$ cat config.mk
export PLATFORM = sky130hd
export DESIGN_NAME = dual_serial_controller_with_mouse_rx_unit
export DESIGN_NICKNAME = d
export VERILOG_FILES = /design/src/dsc_pkg.sv /design/src/dsc_mouse_pack.sv /design/src/dsc_core.sv /design/src/dual_serial_controller_with_mouse_rx_unit.sv
export SDC_FILE = /design/constraint.sdc
export NUM_CORES = 1
export LEC_CHECK = 0
export BUFFER_PORTS_ARGS = -buffer_cell sky130_fd_sc_hd__buf_2
export CAP_MARGIN = 25
export CORE_AREA = 2 2 82 163
export DETAILED_ROUTE_END_ITERATION = 12
export DIE_AREA = 0 0 84 165
export PLACE_DENSITY = 0.83
export SLEW_MARGIN = 15
export SYNTH_ARGS = -nofsm -noshare
export SYNTH_HDL_FRONTEND = slang
export SYNTH_SLANG_ARGS = --single-unit
$ cat constraint.sdc
create_clock -name clk -period 6 [get_ports clk]
set_clock_uncertainty 0.05 [all_clocks]
set_input_delay 0.6 -clock clk [delete_from_list [all_inputs] [get_ports clk]]
set_output_delay 0.6 -clock clk [all_outputs]
set_load 0.02 [all_outputs]
$ cat src/dsc_pkg.sv
// Shared types and constants for the dual serial controller with mouse receiver.
// Holds the request and response structs, opcodes, command codes and register indexes.
// Depends on nothing; every other file imports it.
`default_nettype none

package dsc_pkg;

  // Default depth of each channel's receive FIFO
  localparam int DEFAULT_RX_FIFO_DEPTH = 3;

  // Bus operation codes
  typedef enum logic [1:0] {
    OP_WRITE = 2'd0,
    OP_READ  = 2'd1,
    OP_ACK   = 2'd2,
    OP_NONE  = 2'd3
  } op_t;

  // Channel select (port bit 1)
  localparam logic CH_A = 1'b0;
  localparam logic CH_B = 1'b1;

  // Write register indexes
  localparam logic [2:0] REG_0 = 3'd0;
  localparam logic [2:0] REG_1 = 3'd1;
  localparam logic [2:0] REG_2 = 3'd2;
  localparam logic [2:0] REG_3 = 3'd3;
  localparam logic [2:0] REG_5 = 3'd5;

  // WR0 command field, bits 5:3
  localparam logic [2:0] CMD_CHAN_RESET = 3'd3;
  localparam logic [2:0] CMD_NEXT_RX    = 3'd4;
  localparam logic [2:0] CMD_ERR_RESET  = 3'd6;

  // WR1 receive interrupt mode, bits 4:3
  localparam logic [1:0] RX_MODE_OFF  = 2'b00;
  localparam logic [1:0] RX_MODE_ONCE = 2'b01;

  // Interrupt line offsets within a channel
  localparam logic [1:0] LINE_RX      = 2'd2;
  localparam logic [1:0] LINE_SPECIAL = 2'd3;

  // Request payload
  typedef struct packed {
    op_t                opcode;
    logic [1:0]         port;
    logic [7:0]         write_data;
    logic [2:0]         ack_line;
    logic [1:0]         mouse_buttons;
    logic signed [15:0] mouse_dx;
    logic signed [15:0] mouse_dy;
  } req_t;

  // Response payload
  typedef struct packed {
    logic [7:0] read_data;
    logic [7:0] irq_lines;
  } rsp_t;

  // Three-byte mouse packet, byte 0 first
  typedef logic [2:0][7:0] mouse_pkt_t;

endpackage

`default_nettype wire

$ cat src/dsc_mouse_pack.sv
// Mouse packet builder: buttons plus saturated movement bytes.
// Depends on dsc_pkg for the packet type.
`default_nettype none

module dsc_mouse_pack (
  input  wire logic [1:0]         buttons,
  input  wire logic signed [15:0] dx,
  input  wire logic signed [15:0] dy,
  output dsc_pkg::mouse_pkt_t     pkt
);
  import dsc_pkg::*;

  logic [7:0] b0, b1, b2;

  // Clamp each axis to one byte and flag overflow in byte 0
  always_comb begin
    b0 = {6'd0, buttons};
    if (dx > 16'sd127) begin
      b1 = 8'h7f;
      b0 = b0 | 8'h10;
    end else if (dx < -16'sd127) begin
      b1 = 8'h80;
      b0 = b0 | 8'h20;
    end else begin
      b1 = dx[7:0];
    end
    if (dy > 16'sd127) begin
      b2 = 8'h7f;
      b0 = b0 | 8'h40;
    end else if (dy < -16'sd127) begin
      b2 = 8'h80;
      b0 = b0 | 8'h80;
    end else begin
      b2 = dy[7:0];
    end
  end

  // Byte 0 sits in the low slot
  assign pkt = {b2, b1, b0};

endmodule

`default_nettype wire

$ cat src/dsc_core.sv
// Register file and request decode of the dual serial controller.
// Holds WR/RR registers, pointers, receive FIFOs and interrupt pending bits.
// Depends on dsc_pkg.
`default_nettype none

module dsc_core #(
  parameter int RX_FIFO_DEPTH = dsc_pkg::DEFAULT_RX_FIFO_DEPTH
) (
  input  wire logic                 clk,
  input  wire logic                 rst,
  input  wire logic                 step,
  input  wire dsc_pkg::req_t        req,
  input  wire dsc_pkg::mouse_pkt_t  pkt,
  input  wire logic                 mouse_connected,
  output dsc_pkg::rsp_t             rsp
);
  import dsc_pkg::*;

  localparam int CNT_W = $clog2(RX_FIFO_DEPTH + 1);

  logic [1:0][7:0][7:0]                   wr, wr_next;
  logic [1:0][2:0][7:0]                   rr, rr_next;
  logic [1:0][2:0]                        ptr, ptr_next;
  logic [1:0][RX_FIFO_DEPTH-1:0][7:0]     fifo, fifo_next;
  logic [1:0][CNT_W-1:0]                  cnt, cnt_next;
  logic [1:0]                             nrx, nrx_next;
  logic [7:0]                             irq, irq_next;

  logic       ch;
  logic [2:0] cur_ptr;
  logic [7:0] rdata;
  logic [2:0] hi_line;
  logic       any_pending;
  logic [7:0] vec_base;
  logic [7:0] pend_vec;
  logic [7:0] ack_vec;

  // Find the highest pending line for the vector scan
  always_comb begin
    hi_line     = 3'd0;
    any_pending = 1'b0;
    for (int i = 0; i < 8; i++) begin
      if (irq[i]) begin
        hi_line     = 3'(i);
        any_pending = 1'b1;
      end
    end
  end

  // Vectors come from channel B WR2, modified when status-affected mode is on
  always_comb begin
    vec_base = wr[CH_B][REG_2] & 8'hf1;
    if (!wr[CH_B][REG_1][2]) begin
      pend_vec = wr[CH_B][REG_2];
      ack_vec  = wr[CH_B][REG_2];
    end else begin
      pend_vec = any_pending ? (vec_base | {4'd0, hi_line, 1'b0}) : (vec_base | 8'h06);
      ack_vec  = vec_base | {4'd0, req.ack_line, 1'b0};
    end
  end

  // Decode one request into next state and read data
  always_comb begin
    wr_next   = wr;
    rr_next   = rr;
    ptr_next  = ptr;
    fifo_next = fifo;
    cnt_next  = cnt;
    nrx_next  = nrx;
    irq_next  = irq;
    rdata     = 8'd0;
    ch        = req.port[1];
    cur_ptr   = ptr[ch];

    unique case (req.opcode)
      OP_WRITE: begin
        if (req.port[0]) begin
          wr_next[ch][cur_ptr] = req.write_data;
          if (cur_ptr == REG_0) begin
            ptr_next[ch] = req.write_data[2:0];
            unique case (req.write_data[5:3])
              CMD_CHAN_RESET: begin
                for (int i = 0; i < 4; i++) begin
                  irq_next[{~ch, 2'(i)}] = 1'b0;
                end
                wr_next[ch]    = '0;
                rr_next[ch][0] = (rr[ch][0] & 8'h28) | 8'h04;
                rr_next[ch][1] = (rr[ch][0] & 8'h28) | 8'h04;
                rr_next[ch][2] = 8'd0;
              end
              CMD_NEXT_RX: begin
                nrx_next[ch] = 1'b1;
              end
              CMD_ERR_RESET: begin
                rr_next[ch][0] = rr[ch][0] & 8'h2f;
                rr_next[ch][1] = rr[ch][1] & 8'h01;
              end
              default: begin
              end
            endcase
          end else begin
            ptr_next[ch] = REG_0;
            // Rising RTS on channel B: flush receiver and, if WR3 bit 0 is set, queue a mouse packet
            if (ch == CH_B && cur_ptr == REG_5 && req.write_data[1] && !wr[CH_B][REG_5][1])
            begin
              fifo_next[CH_B]    = '0;
              cnt_next[CH_B]     = '0;
              nrx_next[CH_B]     = 1'b0;
              rr_next[CH_B][0][0] = 1'b0;
              rr_next[CH_B][1][5] = 1'b0;
              irq_next[{1'b0, LINE_RX}]      = 1'b0;
              irq_next[{1'b0, LINE_SPECIAL}] = 1'b0;
              if (wr[CH_B][REG_3][0]) begin
                fifo_next[CH_B][0]  = pkt[0];
                fifo_next[CH_B][1]  = pkt[1];
                fifo_next[CH_B][2]  = pkt[2];
                cnt_next[CH_B]      = CNT_W'(3);
                rr_next[CH_B][0][0] = 1'b1;
                if (wr[CH_B][REG_1][4]) begin
                  irq_next[{1'b0, LINE_RX}] = 1'b1;
                end
              end
            end
          end
        end else if (wr[ch][REG_3][3]) begin
          // Load transmit holding: TX buffer no longer empty
          rr_next[ch][0][2] = 1'b0;
        end
      end

      OP_READ: begin
        if (req.port[0]) begin
          // Status read; channel B reflects modem lines and live vector
          if (ch == CH_B) begin
            rr_next[CH_B][0] = mouse_connected ? (rr[CH_B][0] & ~8'h28)
                                               : (rr[CH_B][0] | 8'h28);
            if (cur_ptr == REG_2) begin
              rr_next[CH_B][2] = pend_vec;
            end
          end
          unique case (cur_ptr)
            REG_0:   rdata = rr_next[ch][0];
            REG_1:   rdata = rr_next[ch][1];
            REG_2:   rdata = rr_next[ch][2];
            default: rdata = 8'd0;
          endcase
          ptr_next[ch] = REG_0;
        end else begin
          // Pop the receive FIFO head
          rdata = fifo[ch][0];
          for (int i = 0; i < RX_FIFO_DEPTH - 1; i++) begin
            fifo_next[ch][i] = fifo[ch][i + 1];
          end
          if (cnt[ch] != '0) begin
            cnt_next[ch] = cnt[ch] - 1'b1;
          end
          if (cnt_next[ch] == '0) begin
            rr_next[ch][0][0] = 1'b0;
          end else if (wr[ch][REG_1][4:3] == RX_MODE_ONCE) begin
            if (nrx[ch]) begin
              nrx_next[ch] = 1'b0;
              irq_next[{~ch, LINE_RX}] = 1'b1;
            end
          end else if (wr[ch][REG_1][4:3] != RX_MODE_OFF) begin
            irq_next[{~ch, LINE_RX}] = 1'b1;
          end
        end
      end

      OP_ACK: begin
        rdata = ack_vec;
        irq_next[req.ack_line] = 1'b0;
      end

      OP_NONE: begin
      end
    endcase
  end

  assign rsp = '{read_data: rdata, irq_lines: irq_next};

  // Commit state on each request
  always_ff @(posedge clk) begin
    if (rst) begin
      wr   <= '0;
      rr   <= '0;
      ptr  <= '0;
      fifo <= '0;
      cnt  <= '0;
      nrx  <= '0;
      irq  <= '0;
    end else if (step) begin
      wr   <= wr_next;
      rr   <= rr_next;
      ptr  <= ptr_next;
      fifo <= fifo_next;
      cnt  <= cnt_next;
      nrx  <= nrx_next;
      irq  <= irq_next;
    end
  end

endmodule

`default_nettype wire

$ cat src/dual_serial_controller_with_mouse_rx_unit.sv
// Dual serial controller with mouse receiver: input register, decode core, output register.
// Uses dsc_pkg, dsc_mouse_pack and dsc_core.
//
// Usage:
//   req channel (req_valid/req_ready/req) carries one bus write, bus read or
//   interrupt acknowledge per request. rsp channel (rsp_valid/rsp_ready/rsp)
//   returns exactly one response per request: read data (0 for writes) and
//   the eight pending interrupt bits after that request.
//   cfg_wr_en/cfg_wr_data write the mouse_connected bit; write it only idle.
// Path: an accepted request is held in the input register and decoded from it;
//   its response is registered in the output register once that register is free.
// Throughput: one request per cycle while responses are taken; the register and FIFO
//   update of each request is committed as it is decoded, so the next request sees it.
// Reset: rst (synchronous) clears all core registers, FIFOs, pointers, pending bits
//   and valid flags, and sets mouse_connected to 1. No clearing pass is needed.
// Stall: while rsp is held with rsp_ready low, one more request is taken
//   into the input register, then req_ready drops until the response leaves.
`default_nettype none

module dual_serial_controller_with_mouse_rx_unit #(
  parameter int RX_FIFO_DEPTH = dsc_pkg::DEFAULT_RX_FIFO_DEPTH
) (
  input  wire logic          clk,
  input  wire logic          rst,
  input  wire logic          cfg_wr_en,
  input  wire logic          cfg_wr_data,
  input  wire logic          req_valid,
  output logic               req_ready,
  input  wire dsc_pkg::req_t req,
  output logic               rsp_valid,
  input  wire logic          rsp_ready,
  output dsc_pkg::rsp_t      rsp
);
  import dsc_pkg::*;

  logic       mouse_connected;
  logic       s1_valid;
  req_t       s1_req;
  logic       s1_advance;
  mouse_pkt_t pkt;
  rsp_t       core_rsp;

  // Hold the configuration bit
  always_ff @(posedge clk) begin
    if (rst) begin
      mouse_connected <= 1'b1;
    end else if (cfg_wr_en) begin
      mouse_connected <= cfg_wr_data;
    end
  end

  // Advance the input register whenever the output register is free
  assign s1_advance = s1_valid && (!rsp_valid || rsp_ready);
  assign req_ready  = !s1_valid || s1_advance;

  // Input register
  always_ff @(posedge clk) begin
    if (rst) begin
      s1_valid <= 1'b0;
    end else if (req_ready) begin
      s1_valid <= req_valid;
    end
  end

  always_ff @(posedge clk) begin
    if (rst) begin
      s1_req <= '0;
    end else if (req_ready && req_valid) begin
      s1_req <= req;
    end
  end

  dsc_mouse_pack u_mouse_pack (
    .buttons (s1_req.mouse_buttons),
    .dx      (s1_req.mouse_dx),
    .dy      (s1_req.mouse_dy),
    .pkt     (pkt)
  );

  dsc_core #(
    .RX_FIFO_DEPTH (RX_FIFO_DEPTH)
  ) u_core (
    .clk             (clk),
    .rst             (rst),
    .step            (s1_advance),
    .req             (s1_req),
    .pkt             (pkt),
    .mouse_connected (mouse_connected),
    .rsp             (core_rsp)
  );

  // Output register
  always_ff @(posedge clk) begin
    if (rst) begin
      rsp_valid <= 1'b0;
    end else if (s1_advance) begin
      rsp_valid <= 1'b1;
    end else if (rsp_ready) begin
      rsp_valid <= 1'b0;
    end
  end

  always_ff @(posedge clk) begin
    if (s1_advance) begin
      rsp <= core_rsp;
    end
  end

  // Input side stalls only behind a held response
  a_stall_cause: assert property (@(posedge clk) disable iff (rst)
    !req_ready |-> (s1_valid && rsp_valid && !rsp_ready))
    else $error("request stalled without a held response");

  // A decoded request always lands in the output register
  a_advance_out: assert property (@(posedge clk) disable iff (rst)
    s1_advance |=> rsp_valid)
    else $error("decoded request lost");

  // An acknowledged line is clear in its response
  a_ack_clears: assert property (@(posedge clk) disable iff (rst)
    (s1_advance && s1_req.opcode == OP_ACK) |=>
      ((rsp.irq_lines & (8'h01 << $past(s1_req.ack_line))) == 8'h00))
    else $error("acknowledged line still pending");

endmodule

`default_nettype wire
==> summary.txt <==
Outcome
  – Status: finished, final reports clean

Clock network
  – CTS tree: built
  – TritonCTS Buffers: 17
  – Clk buf depth: 2
  – Clk pin slew, worst setup/hold paths: 70 ps
  – Resize count post-CTS: 0
  – Root Buffer: clkbuf_16
  – Clock Latency Late Sink: 440 ps
  – Post-CTS Setup Bufs: 0
  – CTS Hold Bufs: 0
  – CTS H-Tree Depth: 4
  – # clock sinks: 174

Die
  – Die width: 84 um
  – Cell row count: 58
  – Die height: about 170 um
  – Ports: 73
  – Initial Util: 63.0%
  – Core area: 12,600 sq um
  – Die area: 13,900 sq um

Layout
  – Commonest non-fill, non-tap cell in the layout: nand2_1
  – Area delta synth->final: 12.3%
  – Most frequent cells in the layout: nand2_1 (162), dfxtp_1 (157), a21oi_1 (106)
  – Fin util: 70.8%
  – N_diodes: 0
  – Fin nets: 1,046
  – Post-route cell area: just under 9000 sq um
  – Share of cells above drive strength 1: 13.8%

Setup path
  – CP Launch Point: s1_req[46]
  – Req. time, crit path: between 6000 and 7000 ps
  – Maximum fanout along the worst path: 48
  – Arr. time, crit path: between 3000 and 4000 ps
  – Critical Path Start Type: flip-flop
  – Class of the most critical setup path: flip-flop to flip-flop
  – Critical R2R Launch: s1_req[46]
  – CP Capture Type: flip-flop

Synth
  – Cell accounting for the most synthesized area: dfxtp_1
  – Number of synthesized flops with an enable pin: 16
  – Synth warn: 0
  – Post-synth cell types: 77
  – Ys flop type: dfxtp_1
  – Synthesized area per cell: 8.38 sq um
  – Syn Inst Count: 945
  – Post-synthesis sequential area ratio: between 40% and 50%
  – Post-synth top area share: roughly 40%
  – Post-synthesis cell area: 7920 sq um
  – Async SR Flop Fraction: 0%
  – Main area contributors after synthesis: dfxtp_1 (40%), nand2_1 (7.7%), a21oi_1 (6.8%)
  – Synth Register Bits: 174
  – Syn Nets: 1,005

GRT
  – Largest net degree at the start of global routing: 95
  – Total track usage: 32.9%
  – Vias in the first global route: about 7.0k
  – GRT Residual Overflow: 0
  – Initial antenna violation count: 0
  – Global-route wire length before repair: 35.1 mm

Power and ir drop
  – Pleak: ~0.0032 uW
  – Pwr/cell area: 283 nW/um^2
  – Peak supply drop: 227 uV

Route
  – DRC: 0
  – Via count: 7,239
  – Vias per inst: 6.30
  – Antenna Nets Post-Route: 0
  – Drt first pass iters: 6
  – Wire length per cell: 19.6 um
  – DRT iter0 DRCs: approximately 730
  – Routed WL: approximately 22 mm

Placement
  – Placed cell area: about 8300 sq um
  – Routability Congestion: 1.01
  – Dpl hpwl: 15.8 mm
  – IO buf count: roughly 70

Timing
  – Headroom to the max-slew limit: 34.9%
  – RSZ-0062 raised after global routing: false
  – Final slew viol count: 0
  – Fin. Hold Viols: 0
  – Final Setup Violations: 0
  – Peak Freq: 0.325 GHz
  – Period utilization: 51.3%
  – Setup TNS: 0 ps
  – Tightest Pin Transition: 974 ps
  – Minimum clock period: 3080 ps

Min path
  – Hold Path Origin: cfg_wr_data
  – Worst Hold Class: primary input to flip-flop

Flow run
  – Max capacitance violation total: 0
## flip-flops by register name, summed over array words and instances, names as in the netlist
| signal | cells |
|---|---|
| rsp | 16 |
| u_core.irq | 8 |
| u_core.rr | 29 |
| u_core.vec_base | 5 |
| s1_req | 49 |
| s1_valid | 1 |
| u_core.ptr | 6 |
| u_core.fifo | 40 |
| u_core.nrx | 2 |
| u_core.cnt | 4 |
| u_core.wr | 12 |
| rsp_valid | 1 |
| mouse_connected | 1 |
## metrics by stage
stage                     total power (uW)  hold WS (ps)  worst slack (ps)  instances
after floorplan                       1360           362              2890        945
after global placement                1420           375              3030       1117
after detailed placement              1430           391              2950       1117
after CTS                             2520           341              2930       1149
after global routing                  2590           347              2730       1149
final                                 2520           338              2920       1149
## critical path, cell delays in order (launching register included)
cell,delay (ps)
dfxtp_2,670
buf_4,580
nor2b_1,280
and2_1,590
nor4bb_1,440
nor3_1,110
a211oi_1,250
## path summary, 6_finish.rpt
check                           slack [ps]  cells past startpoint               to
worst max-delay path                  2920                      6    u_core.irq[2]
worst min-delay path                   340                      3  mouse_connected
worst max register to register        2920                      6    u_core.irq[2]
worst min register to register         400                      2   u_core.fifo[1]
## cells by family after synthesis
kind of cell	Yosys count	synth area share (%)
adders and majority gates	5	0.790
AOI/OAI and AO/OA	253	20.0
buffers and inverters	77	4.08
xor gates and xnor gates	2	0.221
muxes	33	4.25
and+or+nand+nor	401	24.6
DFF	174	46.0
## metal layers
metal	GRT usage (%)	vias to the layer above	share of wire [%]
met3	5.45	122	4.8
met5	0	-	0
met2	60.3	339	52
li1	-	3420	-
met1	31.5	3358	34
met4	27.1	0	8.7
## cells in the mapped netlist (3+ instances only)
cell type  count
nor4_1         9
a31oi_1        4
nor2_1        94
and3b_1        3
o21a_1         4
nand3b_1       4
nand3_1       16
buf_1          3
a22oi_1       18
a21o_1         3
nand2b_1      13
a211oi_1      10
nor2_2         4
ha_1           5
mux2i_1       28
o31a_1         3
inv_1         19
a32oi_1        5
clkbuf_1      40
and2_1        17
nor3_1        14
nor2b_1       16
o211a_1        3
nand4_1        9
dfxtp_1      158
o21ai_0       48
o32ai_1        3
buf_2         12
a311oi_1       4
a21oi_1      107
and3_1        12
a221oi_1       5
o211ai_1       4
o2111ai_1      4
nand2_1      162
edfxtp_1      16
o311a_1        3
nor3b_1        9
mux2_2         5
## layout make-up
class	instances	area, sq um
clock buffers	19	464
clock inverters	13	141
fillers	1041	3660
inverters	19	71.3
multi-input cells	694	3960
flip-flops and latches	174	3640
well taps	150	188
repair buffers	80	423
## report_power, final
| part | switching, uW | total, uW | leakage, uW | internal [uW] |
|---|---|---|---|---|
| logic | 121 | 181 | 0.00151 | 59.9 |
| clock network | 525 | 1120 | 0.000297 | 591 |
| registers | 27.9 | 1220 | 0.00143 | 1190 |
| total | 674 | 2520 | 0.00324 | 1850 |
Note: power is estimated with default switching activity, not from simulation.
